--- config.mk ---
export PLATFORM = sky130hd
export DESIGN_NAME = calibration_table_interpolator
export DESIGN_NICKNAME = d
export VERILOG_FILES = /design/src/rtl/cti_pkg.sv /design/src/rtl/calibration_table_interpolator.sv /design/src/rtl/cti_ram.sv /design/src/rtl/cti_ctrl.sv /design/src/rtl/cti_dpath.sv
export SDC_FILE = /design/constraint.sdc
export NUM_CORES = 2
export LEC_CHECK = 0
export BUFFER_PORTS_ARGS = -buffer_cell sky130_fd_sc_hd__buf_2
export CAP_MARGIN = 25
export CORE_MARGIN = 8
export CORE_UTILIZATION = 25
export CTS_CLUSTER_DIAMETER = 100
export CTS_CLUSTER_SIZE = 25
export DETAILED_ROUTE_END_ITERATION = 8
export SYNTH_ARGS = -nofsm -noshare
export SYNTH_HDL_FRONTEND = slang
export SYNTH_HIERARCHICAL = 1
export SYNTH_SLANG_ARGS = --single-unit
--- constraint.sdc ---
create_clock -name i_clk -period 23.4 [get_ports i_clk]
set_clock_uncertainty 0.15 [all_clocks]
set_input_delay 0 -clock i_clk [delete_from_list [all_inputs] [get_ports i_clk]]
set_output_delay 0 -clock i_clk [all_outputs]
set_load 0.02 [all_outputs]
--- src/rtl/cti_pkg.sv ---
// ----------------------------------------------------------------------------
// cti_pkg
// Shared types and constants for the calibration table interpolator.
// ----------------------------------------------------------------------------
`default_nettype none
package cti_pkg;

    localparam int MUL_STEPS = 33;
    localparam int DIV_STEPS = 66;
    localparam int STEP_W    = 7;

    localparam logic [1:0] OP_CLEAR = 2'd0;
    localparam logic [1:0] OP_LOAD  = 2'd1;
    localparam logic [1:0] OP_V2T   = 2'd2;
    localparam logic [1:0] OP_T2V   = 2'd3;

    localparam logic [2:0] ST_OK   = 3'd0;
    localparam logic [2:0] ST_FEW  = 3'd1;
    localparam logic [2:0] ST_FULL = 3'd2;
    localparam logic [2:0] ST_FLAT = 3'd3;
    localparam logic [2:0] ST_SAT  = 3'd4;

    typedef struct packed {
        logic       capture;
        logic       ins_step;
        logic       ins_zero;
        logic       lat_p1;
        logic       lat_p2;
        logic       mul_start;
        logic       mul_step;
        logic       div_step;
        logic       fin;
        logic       fin_calc;
        logic [2:0] stat;
    } t_cmd;

    typedef struct packed {
        logic vt_done;
        logic tv_done;
        logic key_gt;
        logic flat;
        logic out_busy;
    } t_sts;

endpackage
`default_nettype wire

--- src/rtl/calibration_table_interpolator.sv ---
// Clear and a load into a full table go straight to the result.
// Load: each entry with a greater key is shifted up one slot (a read, then a
// write) until the new point drops into place in both tables.
// Conversion: upper-bound scan over the entries, then 33 multiply and 66
// divide steps; one in flight.
// Synchronous active-low reset empties the table; RAM contents are kept.
// ----------------------------------------------------------------------------
// calibration_table_interpolator
// Piecewise linear voltage/temperature conversion over a sorted point table.
// ----------------------------------------------------------------------------
`default_nettype none
module calibration_table_interpolator #(
    parameter int MAX_POINTS = 16
) (
    input  wire         i_clk,
    input  wire         i_rst_n,
    input  wire         s_axis_tvalid,
    output logic        s_axis_tready,
    input  wire [63:0]  s_axis_tdata,   // voltage[31:0], temperature[63:32]
    input  wire [1:0]   s_axis_tuser,   // operation[1:0]
    output logic        m_axis_tvalid,
    input  wire         m_axis_tready,
    output logic [31:0] m_axis_tdata,   // result[31:0]
    output logic [2:0]  m_axis_tuser    // status[2:0]
);

    localparam int AW = $clog2(MAX_POINTS);

    cti_pkg::t_cmd w_cmd;
    cti_pkg::t_sts w_sts;
    logic          w_rd_en;
    logic [AW-1:0] w_rd_addr, w_wr_addr;

    cti_ctrl #(.MAX_POINTS(MAX_POINTS)) u_ctrl (
        .i_clk     (i_clk),
        .i_rst_n   (i_rst_n),
        .i_valid   (s_axis_tvalid),
        .i_op      (s_axis_tuser),
        .o_ready   (s_axis_tready),
        .i_sts     (w_sts),
        .o_cmd     (w_cmd),
        .o_rd_en   (w_rd_en),
        .o_rd_addr (w_rd_addr),
        .o_wr_addr (w_wr_addr)
    );

    cti_dpath #(.MAX_POINTS(MAX_POINTS)) u_dpath (
        .i_clk         (i_clk),
        .i_rst_n       (i_rst_n),
        .i_op          (s_axis_tuser),
        .i_voltage     (s_axis_tdata[31:0]),
        .i_temperature (s_axis_tdata[63:32]),
        .i_cmd         (w_cmd),
        .i_rd_en       (w_rd_en),
        .i_rd_addr     (w_rd_addr),
        .i_wr_addr     (w_wr_addr),
        .o_sts         (w_sts),
        .o_valid       (m_axis_tvalid),
        .i_ready       (m_axis_tready),
        .o_result      (m_axis_tdata),
        .o_status      (m_axis_tuser)
    );

endmodule
`default_nettype wire

--- src/rtl/cti_ram.sv ---
// ----------------------------------------------------------------------------
// cti_ram
// Generic single-write, single-read RAM with registered read data.
// ----------------------------------------------------------------------------
`default_nettype none
module cti_ram #(
    parameter int WIDTH = 64,
    parameter int DEPTH = 16
) (
    input  wire                       i_clk,
    input  wire                       i_we,
    input  wire [$clog2(DEPTH)-1:0]   i_waddr,
    input  wire [WIDTH-1:0]           i_wdata,
    input  wire                       i_re,
    input  wire [$clog2(DEPTH)-1:0]   i_raddr,
    output logic [WIDTH-1:0]          o_rdata
);

    logic [WIDTH-1:0] r_mem [DEPTH];

    always_ff @(posedge i_clk) begin
        if (i_we) begin
            r_mem[i_waddr] <= i_wdata;
        end
        if (i_re) begin
            o_rdata <= r_mem[i_raddr];
        end
    end

endmodule
`default_nettype wire

--- src/rtl/cti_ctrl.sv ---
// ----------------------------------------------------------------------------
// cti_ctrl
// Sequencer: insertion shift, upper-bound scan, serial multiply and divide.
// ----------------------------------------------------------------------------
`default_nettype none
module cti_ctrl #(
    parameter int MAX_POINTS = 16
) (
    input  wire                             i_clk,
    input  wire                             i_rst_n,
    input  wire                             i_valid,
    input  wire [1:0]                       i_op,
    output logic                            o_ready,
    input  wire cti_pkg::t_sts              i_sts,
    output cti_pkg::t_cmd                   o_cmd,
    output logic                            o_rd_en,
    output logic [$clog2(MAX_POINTS)-1:0]   o_rd_addr,
    output logic [$clog2(MAX_POINTS)-1:0]   o_wr_addr
);

    localparam int AW = $clog2(MAX_POINTS);
    localparam int CW = $clog2(MAX_POINTS + 1);

    localparam logic [3:0] S_IDLE     = 4'd0;
    localparam logic [3:0] S_INS_RD   = 4'd1;
    localparam logic [3:0] S_INS_WR   = 4'd2;
    localparam logic [3:0] S_SCAN_RD  = 4'd3;
    localparam logic [3:0] S_SCAN_CMP = 4'd4;
    localparam logic [3:0] S_CLAMP    = 4'd5;
    localparam logic [3:0] S_P1       = 4'd6;
    localparam logic [3:0] S_P2       = 4'd7;
    localparam logic [3:0] S_CALC     = 4'd8;
    localparam logic [3:0] S_MUL      = 4'd9;
    localparam logic [3:0] S_DIV      = 4'd10;
    localparam logic [3:0] S_FIN      = 4'd11;

    logic [3:0]                r_state, n_state;
    logic [CW-1:0]             r_count, n_count;
    logic [CW-1:0]             r_j, n_j;
    logic [cti_pkg::STEP_W-1:0] r_cnt, n_cnt;
    logic [2:0]                r_stat, n_stat;
    logic                      r_calc, n_calc;
    logic [CW-1:0]             w_idx;

    assign o_ready = (r_state == S_IDLE);

    always_comb begin
        if (r_j >= r_count) begin
            w_idx = r_count - CW'(1);
        end else if (r_j == '0) begin
            w_idx = CW'(1);
        end else begin
            w_idx = r_j;
        end
    end

    always_comb begin
        n_state   = r_state;
        n_count   = r_count;
        n_j       = r_j;
        n_cnt     = r_cnt;
        n_stat    = r_stat;
        n_calc    = r_calc;
        o_cmd     = '0;
        o_rd_en   = 1'b0;
        o_rd_addr = '0;
        o_wr_addr = r_j[AW-1:0];
        unique case (r_state)
            S_IDLE: begin
                if (i_valid) begin
                    o_cmd.capture = 1'b1;
                    n_stat = cti_pkg::ST_OK;
                    n_calc = 1'b0;
                    unique case (i_op)
                        cti_pkg::OP_CLEAR: begin
                            n_count = '0;
                            n_state = S_FIN;
                        end
                        cti_pkg::OP_LOAD: begin
                            if (r_count >= CW'(MAX_POINTS)) begin
                                n_stat  = cti_pkg::ST_FULL;
                                n_state = S_FIN;
                            end else begin
                                n_j     = r_count;
                                n_state = S_INS_RD;
                            end
                        end
                        default: begin
                            if (r_count < CW'(2)) begin
                                n_stat  = cti_pkg::ST_FEW;
                                n_state = S_FIN;
                            end else begin
                                n_j     = '0;
                                n_state = S_SCAN_RD;
                            end
                        end
                    endcase
                end
            end
            S_INS_RD: begin
                if (i_sts.vt_done && i_sts.tv_done) begin
                    n_count = r_count + CW'(1);
                    n_state = S_FIN;
                end else if (r_j == '0) begin
                    o_cmd.ins_zero = 1'b1;
                    n_count = r_count + CW'(1);
                    n_state = S_FIN;
                end else begin
                    o_rd_en   = 1'b1;
                    o_rd_addr = AW'(r_j - CW'(1));
                    n_state   = S_INS_WR;
                end
            end
            S_INS_WR: begin
                o_cmd.ins_step = 1'b1;
                n_j     = r_j - CW'(1);
                n_state = S_INS_RD;
            end
            S_SCAN_RD: begin
                if (r_j == r_count) begin
                    n_state = S_CLAMP;
                end else begin
                    o_rd_en   = 1'b1;
                    o_rd_addr = r_j[AW-1:0];
                    n_state   = S_SCAN_CMP;
                end
            end
            S_SCAN_CMP: begin
                if (i_sts.key_gt) begin
                    n_state = S_CLAMP;
                end else begin
                    n_j     = r_j + CW'(1);
                    n_state = S_SCAN_RD;
                end
            end
            S_CLAMP: begin
                o_rd_en   = 1'b1;
                o_rd_addr = AW'(w_idx - CW'(1));
                n_j       = w_idx;
                n_state   = S_P1;
            end
            S_P1: begin
                o_cmd.lat_p1 = 1'b1;
                o_rd_en      = 1'b1;
                o_rd_addr    = r_j[AW-1:0];
                n_state      = S_P2;
            end
            S_P2: begin
                o_cmd.lat_p2 = 1'b1;
                n_state      = S_CALC;
            end
            S_CALC: begin
                if (i_sts.flat) begin
                    n_stat  = cti_pkg::ST_FLAT;
                    n_state = S_FIN;
                end else begin
                    o_cmd.mul_start = 1'b1;
                    n_cnt   = '0;
                    n_state = S_MUL;
                end
            end
            S_MUL: begin
                o_cmd.mul_step = 1'b1;
                n_cnt = r_cnt + cti_pkg::STEP_W'(1);
                if (r_cnt == cti_pkg::STEP_W'(cti_pkg::MUL_STEPS - 1)) begin
                    n_cnt   = '0;
                    n_state = S_DIV;
                end
            end
            S_DIV: begin
                o_cmd.div_step = 1'b1;
                n_cnt = r_cnt + cti_pkg::STEP_W'(1);
                if (r_cnt == cti_pkg::STEP_W'(cti_pkg::DIV_STEPS - 1)) begin
                    n_calc  = 1'b1;
                    n_state = S_FIN;
                end
            end
            S_FIN: begin
                o_cmd.stat     = r_stat;
                o_cmd.fin_calc = r_calc;
                if (!i_sts.out_busy) begin
                    o_cmd.fin = 1'b1;
                    n_state   = S_IDLE;
                end
            end
            default: begin
                n_state = S_IDLE;
            end
        endcase
    end

    always_ff @(posedge i_clk) begin
        if (!i_rst_n) begin
            r_state <= S_IDLE;
            r_count <= '0;
            r_j     <= '0;
            r_cnt   <= '0;
            r_stat  <= cti_pkg::ST_OK;
            r_calc  <= 1'b0;
        end else begin
            r_state <= n_state;
            r_count <= n_count;
            r_j     <= n_j;
            r_cnt   <= n_cnt;
            r_stat  <= n_stat;
            r_calc  <= n_calc;
        end
    end

endmodule
`default_nettype wire

--- src/rtl/cti_dpath.sv ---
// ----------------------------------------------------------------------------
// cti_dpath
// Point tables, segment registers, shift-add multiplier, restoring divider.
// ----------------------------------------------------------------------------
`default_nettype none
module cti_dpath #(
    parameter int MAX_POINTS = 16
) (
    input  wire                             i_clk,
    input  wire                             i_rst_n,
    input  wire [1:0]                       i_op,
    input  wire [31:0]                      i_voltage,
    input  wire [31:0]                      i_temperature,
    input  wire cti_pkg::t_cmd              i_cmd,
    input  wire                             i_rd_en,
    input  wire [$clog2(MAX_POINTS)-1:0]    i_rd_addr,
    input  wire [$clog2(MAX_POINTS)-1:0]    i_wr_addr,
    output cti_pkg::t_sts                   o_sts,
    output logic                            o_valid,
    input  wire                             i_ready,
    output logic [31:0]                     o_result,
    output logic [2:0]                      o_status
);

    logic [1:0]  r_op;
    logic [31:0] r_v, r_t;
    logic        r_vt_done, r_tv_done;
    logic [31:0] r_x1, r_y1, r_x2, r_y2;
    logic [65:0] r_ma, r_prod;
    logic [32:0] r_mb, r_rem, r_dv;
    logic        r_neg;
    logic        r_valid;
    logic [31:0] r_result;
    logic [2:0]  r_status;

    logic [63:0] w_vt_rd, w_tv_rd, w_vt_wd, w_tv_wd, w_sel_rd;
    logic        w_vt_we, w_tv_we, w_vt_gt, w_tv_gt, w_sel;
    logic [31:0] w_x;
    logic [32:0] w_dx, w_dy, w_d;
    logic [33:0] w_trial;
    logic        w_sat;
    logic [35:0] w_sum;

    cti_ram #(.WIDTH(64), .DEPTH(MAX_POINTS)) u_vt_ram (
        .i_clk   (i_clk),
        .i_we    (w_vt_we),
        .i_waddr (i_wr_addr),
        .i_wdata (w_vt_wd),
        .i_re    (i_rd_en),
        .i_raddr (i_rd_addr),
        .o_rdata (w_vt_rd)
    );

    cti_ram #(.WIDTH(64), .DEPTH(MAX_POINTS)) u_tv_ram (
        .i_clk   (i_clk),
        .i_we    (w_tv_we),
        .i_waddr (i_wr_addr),
        .i_wdata (w_tv_wd),
        .i_re    (i_rd_en),
        .i_raddr (i_rd_addr),
        .o_rdata (w_tv_rd)
    );

    assign w_vt_gt  = $signed(w_vt_rd[63:32]) > $signed(r_v);
    assign w_tv_gt  = $signed(w_tv_rd[63:32]) > $signed(r_t);
    assign w_sel    = (r_op == cti_pkg::OP_T2V);
    assign w_sel_rd = w_sel ? w_tv_rd : w_vt_rd;
    assign w_x      = w_sel ? r_t : r_v;

    // shift an entry up while its key is greater, else drop the new point in
    always_comb begin
        w_vt_we = 1'b0;
        w_tv_we = 1'b0;
        w_vt_wd = {r_v, r_t};
        w_tv_wd = {r_t, r_v};
        if (!r_vt_done && (i_cmd.ins_zero || i_cmd.ins_step)) begin
            w_vt_we = 1'b1;
            if (i_cmd.ins_step && w_vt_gt) begin
                w_vt_wd = w_vt_rd;
            end
        end
        if (!r_tv_done && (i_cmd.ins_zero || i_cmd.ins_step)) begin
            w_tv_we = 1'b1;
            if (i_cmd.ins_step && w_tv_gt) begin
                w_tv_wd = w_tv_rd;
            end
        end
    end

    assign w_dx = {r_x2[31], r_x2} - {r_x1[31], r_x1};
    assign w_dy = {r_y2[31], r_y2} - {r_y1[31], r_y1};
    assign w_d  = {w_x[31], w_x} - {r_x1[31], r_x1};

    assign w_trial = {r_rem, r_prod[65]};
    assign w_sat   = (|r_prod[65:34]) || (r_prod[33] && (|r_prod[32:0]));
    assign w_sum   = r_neg ? ({{4{r_y1[31]}}, r_y1} - {2'b00, r_prod[33:0]})
                           : ({{4{r_y1[31]}}, r_y1} + {2'b00, r_prod[33:0]});

    always_ff @(posedge i_clk) begin
        if (i_cmd.capture) begin
            r_op <= i_op;
            r_v  <= i_voltage;
            r_t  <= i_temperature;
        end
        if (i_cmd.lat_p1) begin
            r_x1 <= w_sel_rd[63:32];
            r_y1 <= w_sel_rd[31:0];
        end
        if (i_cmd.lat_p2) begin
            r_x2 <= w_sel_rd[63:32];
            r_y2 <= w_sel_rd[31:0];
        end
        if (i_cmd.mul_start) begin
            r_ma   <= {33'd0, (w_dy[32] ? -w_dy : w_dy)};
            r_mb   <= w_d[32] ? -w_d : w_d;
            r_dv   <= w_dx[32] ? -w_dx : w_dx;
            r_neg  <= w_dy[32] ^ w_d[32] ^ w_dx[32];
            r_prod <= '0;
            r_rem  <= '0;
        end else if (i_cmd.mul_step) begin
            if (r_mb[0]) begin
                r_prod <= r_prod + r_ma;
            end
            r_ma <= {r_ma[64:0], 1'b0};
            r_mb <= {1'b0, r_mb[32:1]};
        end else if (i_cmd.div_step) begin
            if (w_trial >= {1'b0, r_dv}) begin
                r_rem  <= 33'(w_trial - {1'b0, r_dv});
                r_prod <= {r_prod[64:0], 1'b1};
            end else begin
                r_rem  <= w_trial[32:0];
                r_prod <= {r_prod[64:0], 1'b0};
            end
        end
        if (i_cmd.fin) begin
            if (!i_cmd.fin_calc) begin
                r_result <= '0;
                r_status <= i_cmd.stat;
            end else if (w_sat) begin
                r_status <= cti_pkg::ST_SAT;
                r_result <= r_neg ? 32'h8000_0000 : 32'h7FFF_FFFF;
            end else if (($signed(w_sum) > $signed(36'sh07FFFFFFF))
                    || ($signed(w_sum) < -$signed(36'sh080000000))) begin
                r_status <= cti_pkg::ST_SAT;
                r_result <= w_sum[35] ? 32'h8000_0000 : 32'h7FFF_FFFF;
            end else begin
                r_status <= cti_pkg::ST_OK;
                r_result <= w_sum[31:0];
            end
        end
    end

    always_ff @(posedge i_clk) begin
        if (!i_rst_n) begin
            r_valid   <= 1'b0;
            r_vt_done <= 1'b0;
            r_tv_done <= 1'b0;
        end else begin
            if (i_cmd.fin) begin
                r_valid <= 1'b1;
            end else if (i_ready) begin
                r_valid <= 1'b0;
            end
            if (i_cmd.capture) begin
                r_vt_done <= 1'b0;
                r_tv_done <= 1'b0;
            end else if (i_cmd.ins_step) begin
                if (!w_vt_gt) begin
                    r_vt_done <= 1'b1;
                end
                if (!w_tv_gt) begin
                    r_tv_done <= 1'b1;
                end
            end
        end
    end

    assign o_sts.vt_done  = r_vt_done;
    assign o_sts.tv_done  = r_tv_done;
    assign o_sts.key_gt   = w_sel ? w_tv_gt : w_vt_gt;
    assign o_sts.flat     = (r_x2 == r_x1);
    assign o_sts.out_busy = r_valid && !i_ready;

    assign o_valid  = r_valid;
    assign o_result = r_result;
    assign o_status = r_status;

endmodule
`default_nettype wire
==> results.txt <==
----------------------------------------------------
[Run status]
  Result of the run ... finished clean

[Floorplan]
  Ports placed on the boundary ... roughly 110
  Std cell rows ... roughly 260
  Die width ... between 700 and 800 um
  Starting density of the core ... 25.1%
  Height of the die ... 711 um
  Die Area ... between 0.5 and 0.6 mm^2
  Total core area ... about 0.48 mm^2

[Worst hold path]
  Classification of the worst-slack hold path ... in -> reg
  Launch instance of the worst min-delay path ... s_axis_tuser[0]

[Critical path]
  Kind of start point of the critical path ... flip-flop
  Category of cells accounting for the largest share of critical-path delay ... buffers and inverters
  Category of the worst setup path capture point ... flip-flop
  Critical path peak fanout ... about 160
  Worst Path Buf+Inv ... 6
  Cell-by-cell trace of the critical path ... inv_1 > ha_1 > nor3b_1 > o21ai_1 > a21oi_4 > mux2i_1 > inv_1 > ha_1 > o22a_1 > o21ai_4 > buf_12 > buf_4 > buf_4 > buf_4 > mux4_2 > a22oi_1 > nand2_1
  Longest individual stage delay on the worst path ... ~0.91 ns
  Cell repeated most along the worst path ... sky130_fd_sc_hd__buf_4
  Required time worst endpoint ... 23.85 ns
  Launching instance or port of the critical path ... u_ctrl/r_j[0]$_SDFFE_PN0P_
  Start of the worst register-to-register path ... u_ctrl/r_j[0]$_SDFFE_PN0P_
  Slowest cell on crit path ... sky130_fd_sc_hd__dfxtp_1
  Type of the worst setup path ... reg -> reg
  Critical path arrival ... about 8.4 ns

[Clocking]
  Maximum level of the CTS H-tree ... 4
  Post-CTS clock slew at the launch and capture registers of the worst setup and hold paths ... about 0.10 ns
  Number of buffers on the longest clock path ... 4
  Clk Latency, worst-skew pair ... 0.87 ns
  Clock tree from TritonCTS ... done
  Sink count of the clock tree ... about 2700
  Number of CTS-inserted buffers ... around 140
  CTS Root Cell ... sky130_fd_sc_hd__clkbuf_16
  Post-CTS setup repair buffer count ... 0

[STA]
  Peak clock frequency supported by timing ... 0.126 GHz
  Shortest clock period the worst path allows after layout ... between 7 and 8 ns
  Sum Neg Setup Slack ... 0 ns
  Final critical-path setup slack ... between 15 and 20 ns
  Worst slew pin tran ... about 1.2 ns
  Worst slew slack as a fraction of its limit ... a little over a fifth
  Final setup fails ... 0
  Final Cycle Share ... ~34%
  RSZ-0062 raised after global routing ... false
  Hold Vio Cnt, Final ... 0
  Hold Worst Slack ... around 0.085 ns
  Final slew viol count ... 0

[Routing]
  Pre-Repair DR Iteration Count ... 6
  DRC violation count after routing ... 0
  Drt total wl ... ~350000 um
  Number of vias per cell after detailed routing ... just under 5
  Vias post-DR ... between 70000 and 80000
  Average routed wire per standard cell ... between 20 and 25 um
  Starting DRC count in detailed routing ... a little over 9000
  Count of antenna-violating nets left after detailed routing ... 0

[Finish]
  Multi-input gate area in the final layout ... ~0.040 mm^2
  Storage element area ... approximately 0.08 mm^2
  Count of nets after finishing ... around 8400
  Post-route core utilization ... 27.9%
  Share of post-route cells with drive strength above 1 ... 16.2%
  Area grow syn2layout ... 11.4%
  Fillers ... ~48000

[Synth]
  Proportion of synthesized chip area in sequential cells ... around 65%
  Distinct cell type count after synthesis ... 118
  Syn avg cell area ... ~15 um^2
  Net count after synthesis ... 8237
  Share of Yosys cell area claimed by the top area cell type ... a little over 60%
  Most frequent cell after synthesis ... sky130_fd_sc_hd__edfxtp_1
  Fraction of synthesis flops using an asynchronous set or reset pin ... 0%
  Largest area contributor in the netlist ... sky130_fd_sc_hd__edfxtp_1
  Register bit count reported by yosys ... roughly 2700
  Top post-synthesis cells by count ... sky130_fd_sc_hd__edfxtp_1 (2505), sky130_fd_sc_hd__mux4_2 (512), sky130_fd_sc_hd__nand2_1 (444), sky130_fd_sc_hd__a21oi_1 (410), sky130_fd_sc_hd__nor2_1 (400)
  Top area cells in the synthesized netlist ... sky130_fd_sc_hd__edfxtp_1 (62%), sky130_fd_sc_hd__mux4_2 (9.6%), sky130_fd_sc_hd__ha_1 (3.2%)
  Number of enable flip-flop cells after synthesis ... between 2000 and 3000
  Post-synthesis cell count ... 7849
  Yosys synthesis warning count ... 6
  Synthesized area ... between 0.1 and 0.15 mm^2
  Primary flip-flop cell chosen by synthesis mapping ... sky130_fd_sc_hd__edfxtp_1

[Global routing]
  Global-route congestion overflow total ... 0
  Initial antenna violation count ... 29
  All-Layer GR Usage ... between 10% and 20%
  Number of global-route vias before repair ... 68300
  Wire length of the first global-routing pass ... 492000 um
  Largest net degree at the start of global routing ... 156

[Placement]
  Worst setup timing slack at the placement stage ... 15.43 ns
  DPL Wire Length ... about 220000 um
  Count of input and output buffers ... 106
  Routability cong. ... a little under 0.9

[Power and ir drop]
  Static power due to leakage ... around 43 nW
  Worst voltage drop across the vdd grid ... around 0.11 mV
  PD cells ... around 110 mW/mm^2

[Flow run]
  Total of max-cap violations ... 0

----------------------------------------------------
==> where the power goes <==
part	leakage, nW	switching [W]	internal [W]
registers	23.9	0.000462	0.00622
clock network	1.87	0.00151	0.00113
logic	17.4	0.00337	0.00227
==> metal layers <==
metal  GRT usage [%]  share of wire [%]  up-vias
met1            17.8                 43    37100
met4            3.66                2.9        2
met5               0             0.0032        -
met2            20.9                 46     2823
li1                -                  -    31200
met3            2.45                8.2      375
==> through the flow <==
step	instances	power, W	cell area, um^2
after floorplan	7849	0.0107	121000
after global placement	14100	0.0123	129000
after global routing	14500	0.0157	134000
after detailed placement	14100	0.0124	129000
after CTS	14400	0.0150	134000
final	14500	0.0150	134000
==> area by class of cell <==
type | instances | area share, %
Tap cell | 6425 | 5.98
Clock inverter | 13 | 0.167
Inverter | 284 | 0.795
Sequential cell | 2664 | 58.3
Timing Repair Buffer | 406 | 2.43
Multi-Input combinational cell | 4500 | 29.6
Antenna cell | 31 | 0.0577
Clock buffer | 158 | 2.69
==> cells by family (layout without fill, tap and decap cells) <==
family                     count (synthesis)  after routing  share of synthesized area, %
AOI/OAI and AO/OA                       1638           1638                          9.13
xor gates and xnor gates                 317            317                          2.30
adders and majority gates                318            318                          3.33
buffers and inverters                    685            861                          2.47
DFF                                     2664           2664                          64.9
muxes                                    789            789                          12.1
other                                      1             32                       0.00311
and+or+nand+nor                         1437           1437                          5.76
==> flip-flops by register name, summed over array words and instances (netlist names), 4 cells and up <==
register / count
u_dpath/u_tv_ram/o_rdata: 64
u_dpath/r_t: 32
u_dpath/o_result: 32
u_dpath/u_tv_ram/r_mem: 1024
u_ctrl/r_cnt: 7
u_dpath/r_x2: 32
u_dpath/r_ma: 66
u_dpath/r_x1: 32
u_dpath/r_rem: 33
u_ctrl/r_count: 5
u_dpath/u_vt_ram/r_mem: 1024
u_ctrl/r_state: 4
u_dpath/r_y2: 32
u_dpath/r_mb: 33
u_ctrl/r_j: 5
u_dpath/r_prod: 66
u_dpath/r_dv: 33
u_dpath/u_vt_ram/o_rdata: 64
u_dpath/r_y1: 32
u_dpath/r_v: 32
==> worst register-to-register path, stage by stage (launching register included) <==
cell and delay (ns):
sky130_fd_sc_hd__dfxtp_1 0.91, sky130_fd_sc_hd__inv_1 0.23, sky130_fd_sc_hd__ha_1 0.37, sky130_fd_sc_hd__nor3b_1 0.21, sky130_fd_sc_hd__o21ai_1 0.15, sky130_fd_sc_hd__a21oi_4 0.30, sky130_fd_sc_hd__mux2i_1 0.44, sky130_fd_sc_hd__inv_1 0.09
sky130_fd_sc_hd__ha_1 0.28, sky130_fd_sc_hd__o22a_1 0.19, sky130_fd_sc_hd__o21ai_4 0.35, sky130_fd_sc_hd__buf_12 0.81, sky130_fd_sc_hd__buf_4 0.97, sky130_fd_sc_hd__buf_4 0.83, sky130_fd_sc_hd__buf_4 0.76, sky130_fd_sc_hd__mux4_2 0.43
sky130_fd_sc_hd__a22oi_1 0.21, sky130_fd_sc_hd__nand2_1 0.10
==> path summary, 6_finish.rpt <==
path | endpoint | slack, ns | depth (start not counted)
max | u_dpath/u_tv_ram/o_rdata[40]$_DFFE_PP_ | 15.44 | 17
min | u_dpath/r_op[0]$_DFFE_PP_ | 0.08 | 2
max reg2reg | u_dpath/u_tv_ram/o_rdata[40]$_DFFE_PP_ | 15.44 | 17
min reg2reg | u_ctrl/r_calc$_SDFFE_PN0P_ | 0.31 | 2
==> cells in the final DEF, fill, tap and decap left out, types with 106 or more instances in the layout <==
master                          count
sky130_fd_sc_hd__xor2_1           116
sky130_fd_sc_hd__o21ai_0          247
sky130_fd_sc_hd__dlygate4sd3_1    134
sky130_fd_sc_hd__buf_4            152
sky130_fd_sc_hd__a22oi_1          290
sky130_fd_sc_hd__mux4_2           512
sky130_fd_sc_hd__dfxtp_1          159
sky130_fd_sc_hd__edfxtp_1        2505
sky130_fd_sc_hd__ha_1             312
sky130_fd_sc_hd__a21o_1           142
sky130_fd_sc_hd__mux2_2           204
sky130_fd_sc_hd__clkbuf_16        142
sky130_fd_sc_hd__nand2_1          442
sky130_fd_sc_hd__xnor2_1          201
sky130_fd_sc_hd__nor2_1           372
sky130_fd_sc_hd__inv_1            276
sky130_fd_sc_hd__a21oi_1          410
sky130_fd_sc_hd__buf_2            106
==> timing repair <==
item	CTS	global route
endpoints found under the hold margin	93	0
gates resized for setup	0	0
hold buffers	134	0
Power figures use the tool's default switching activity.
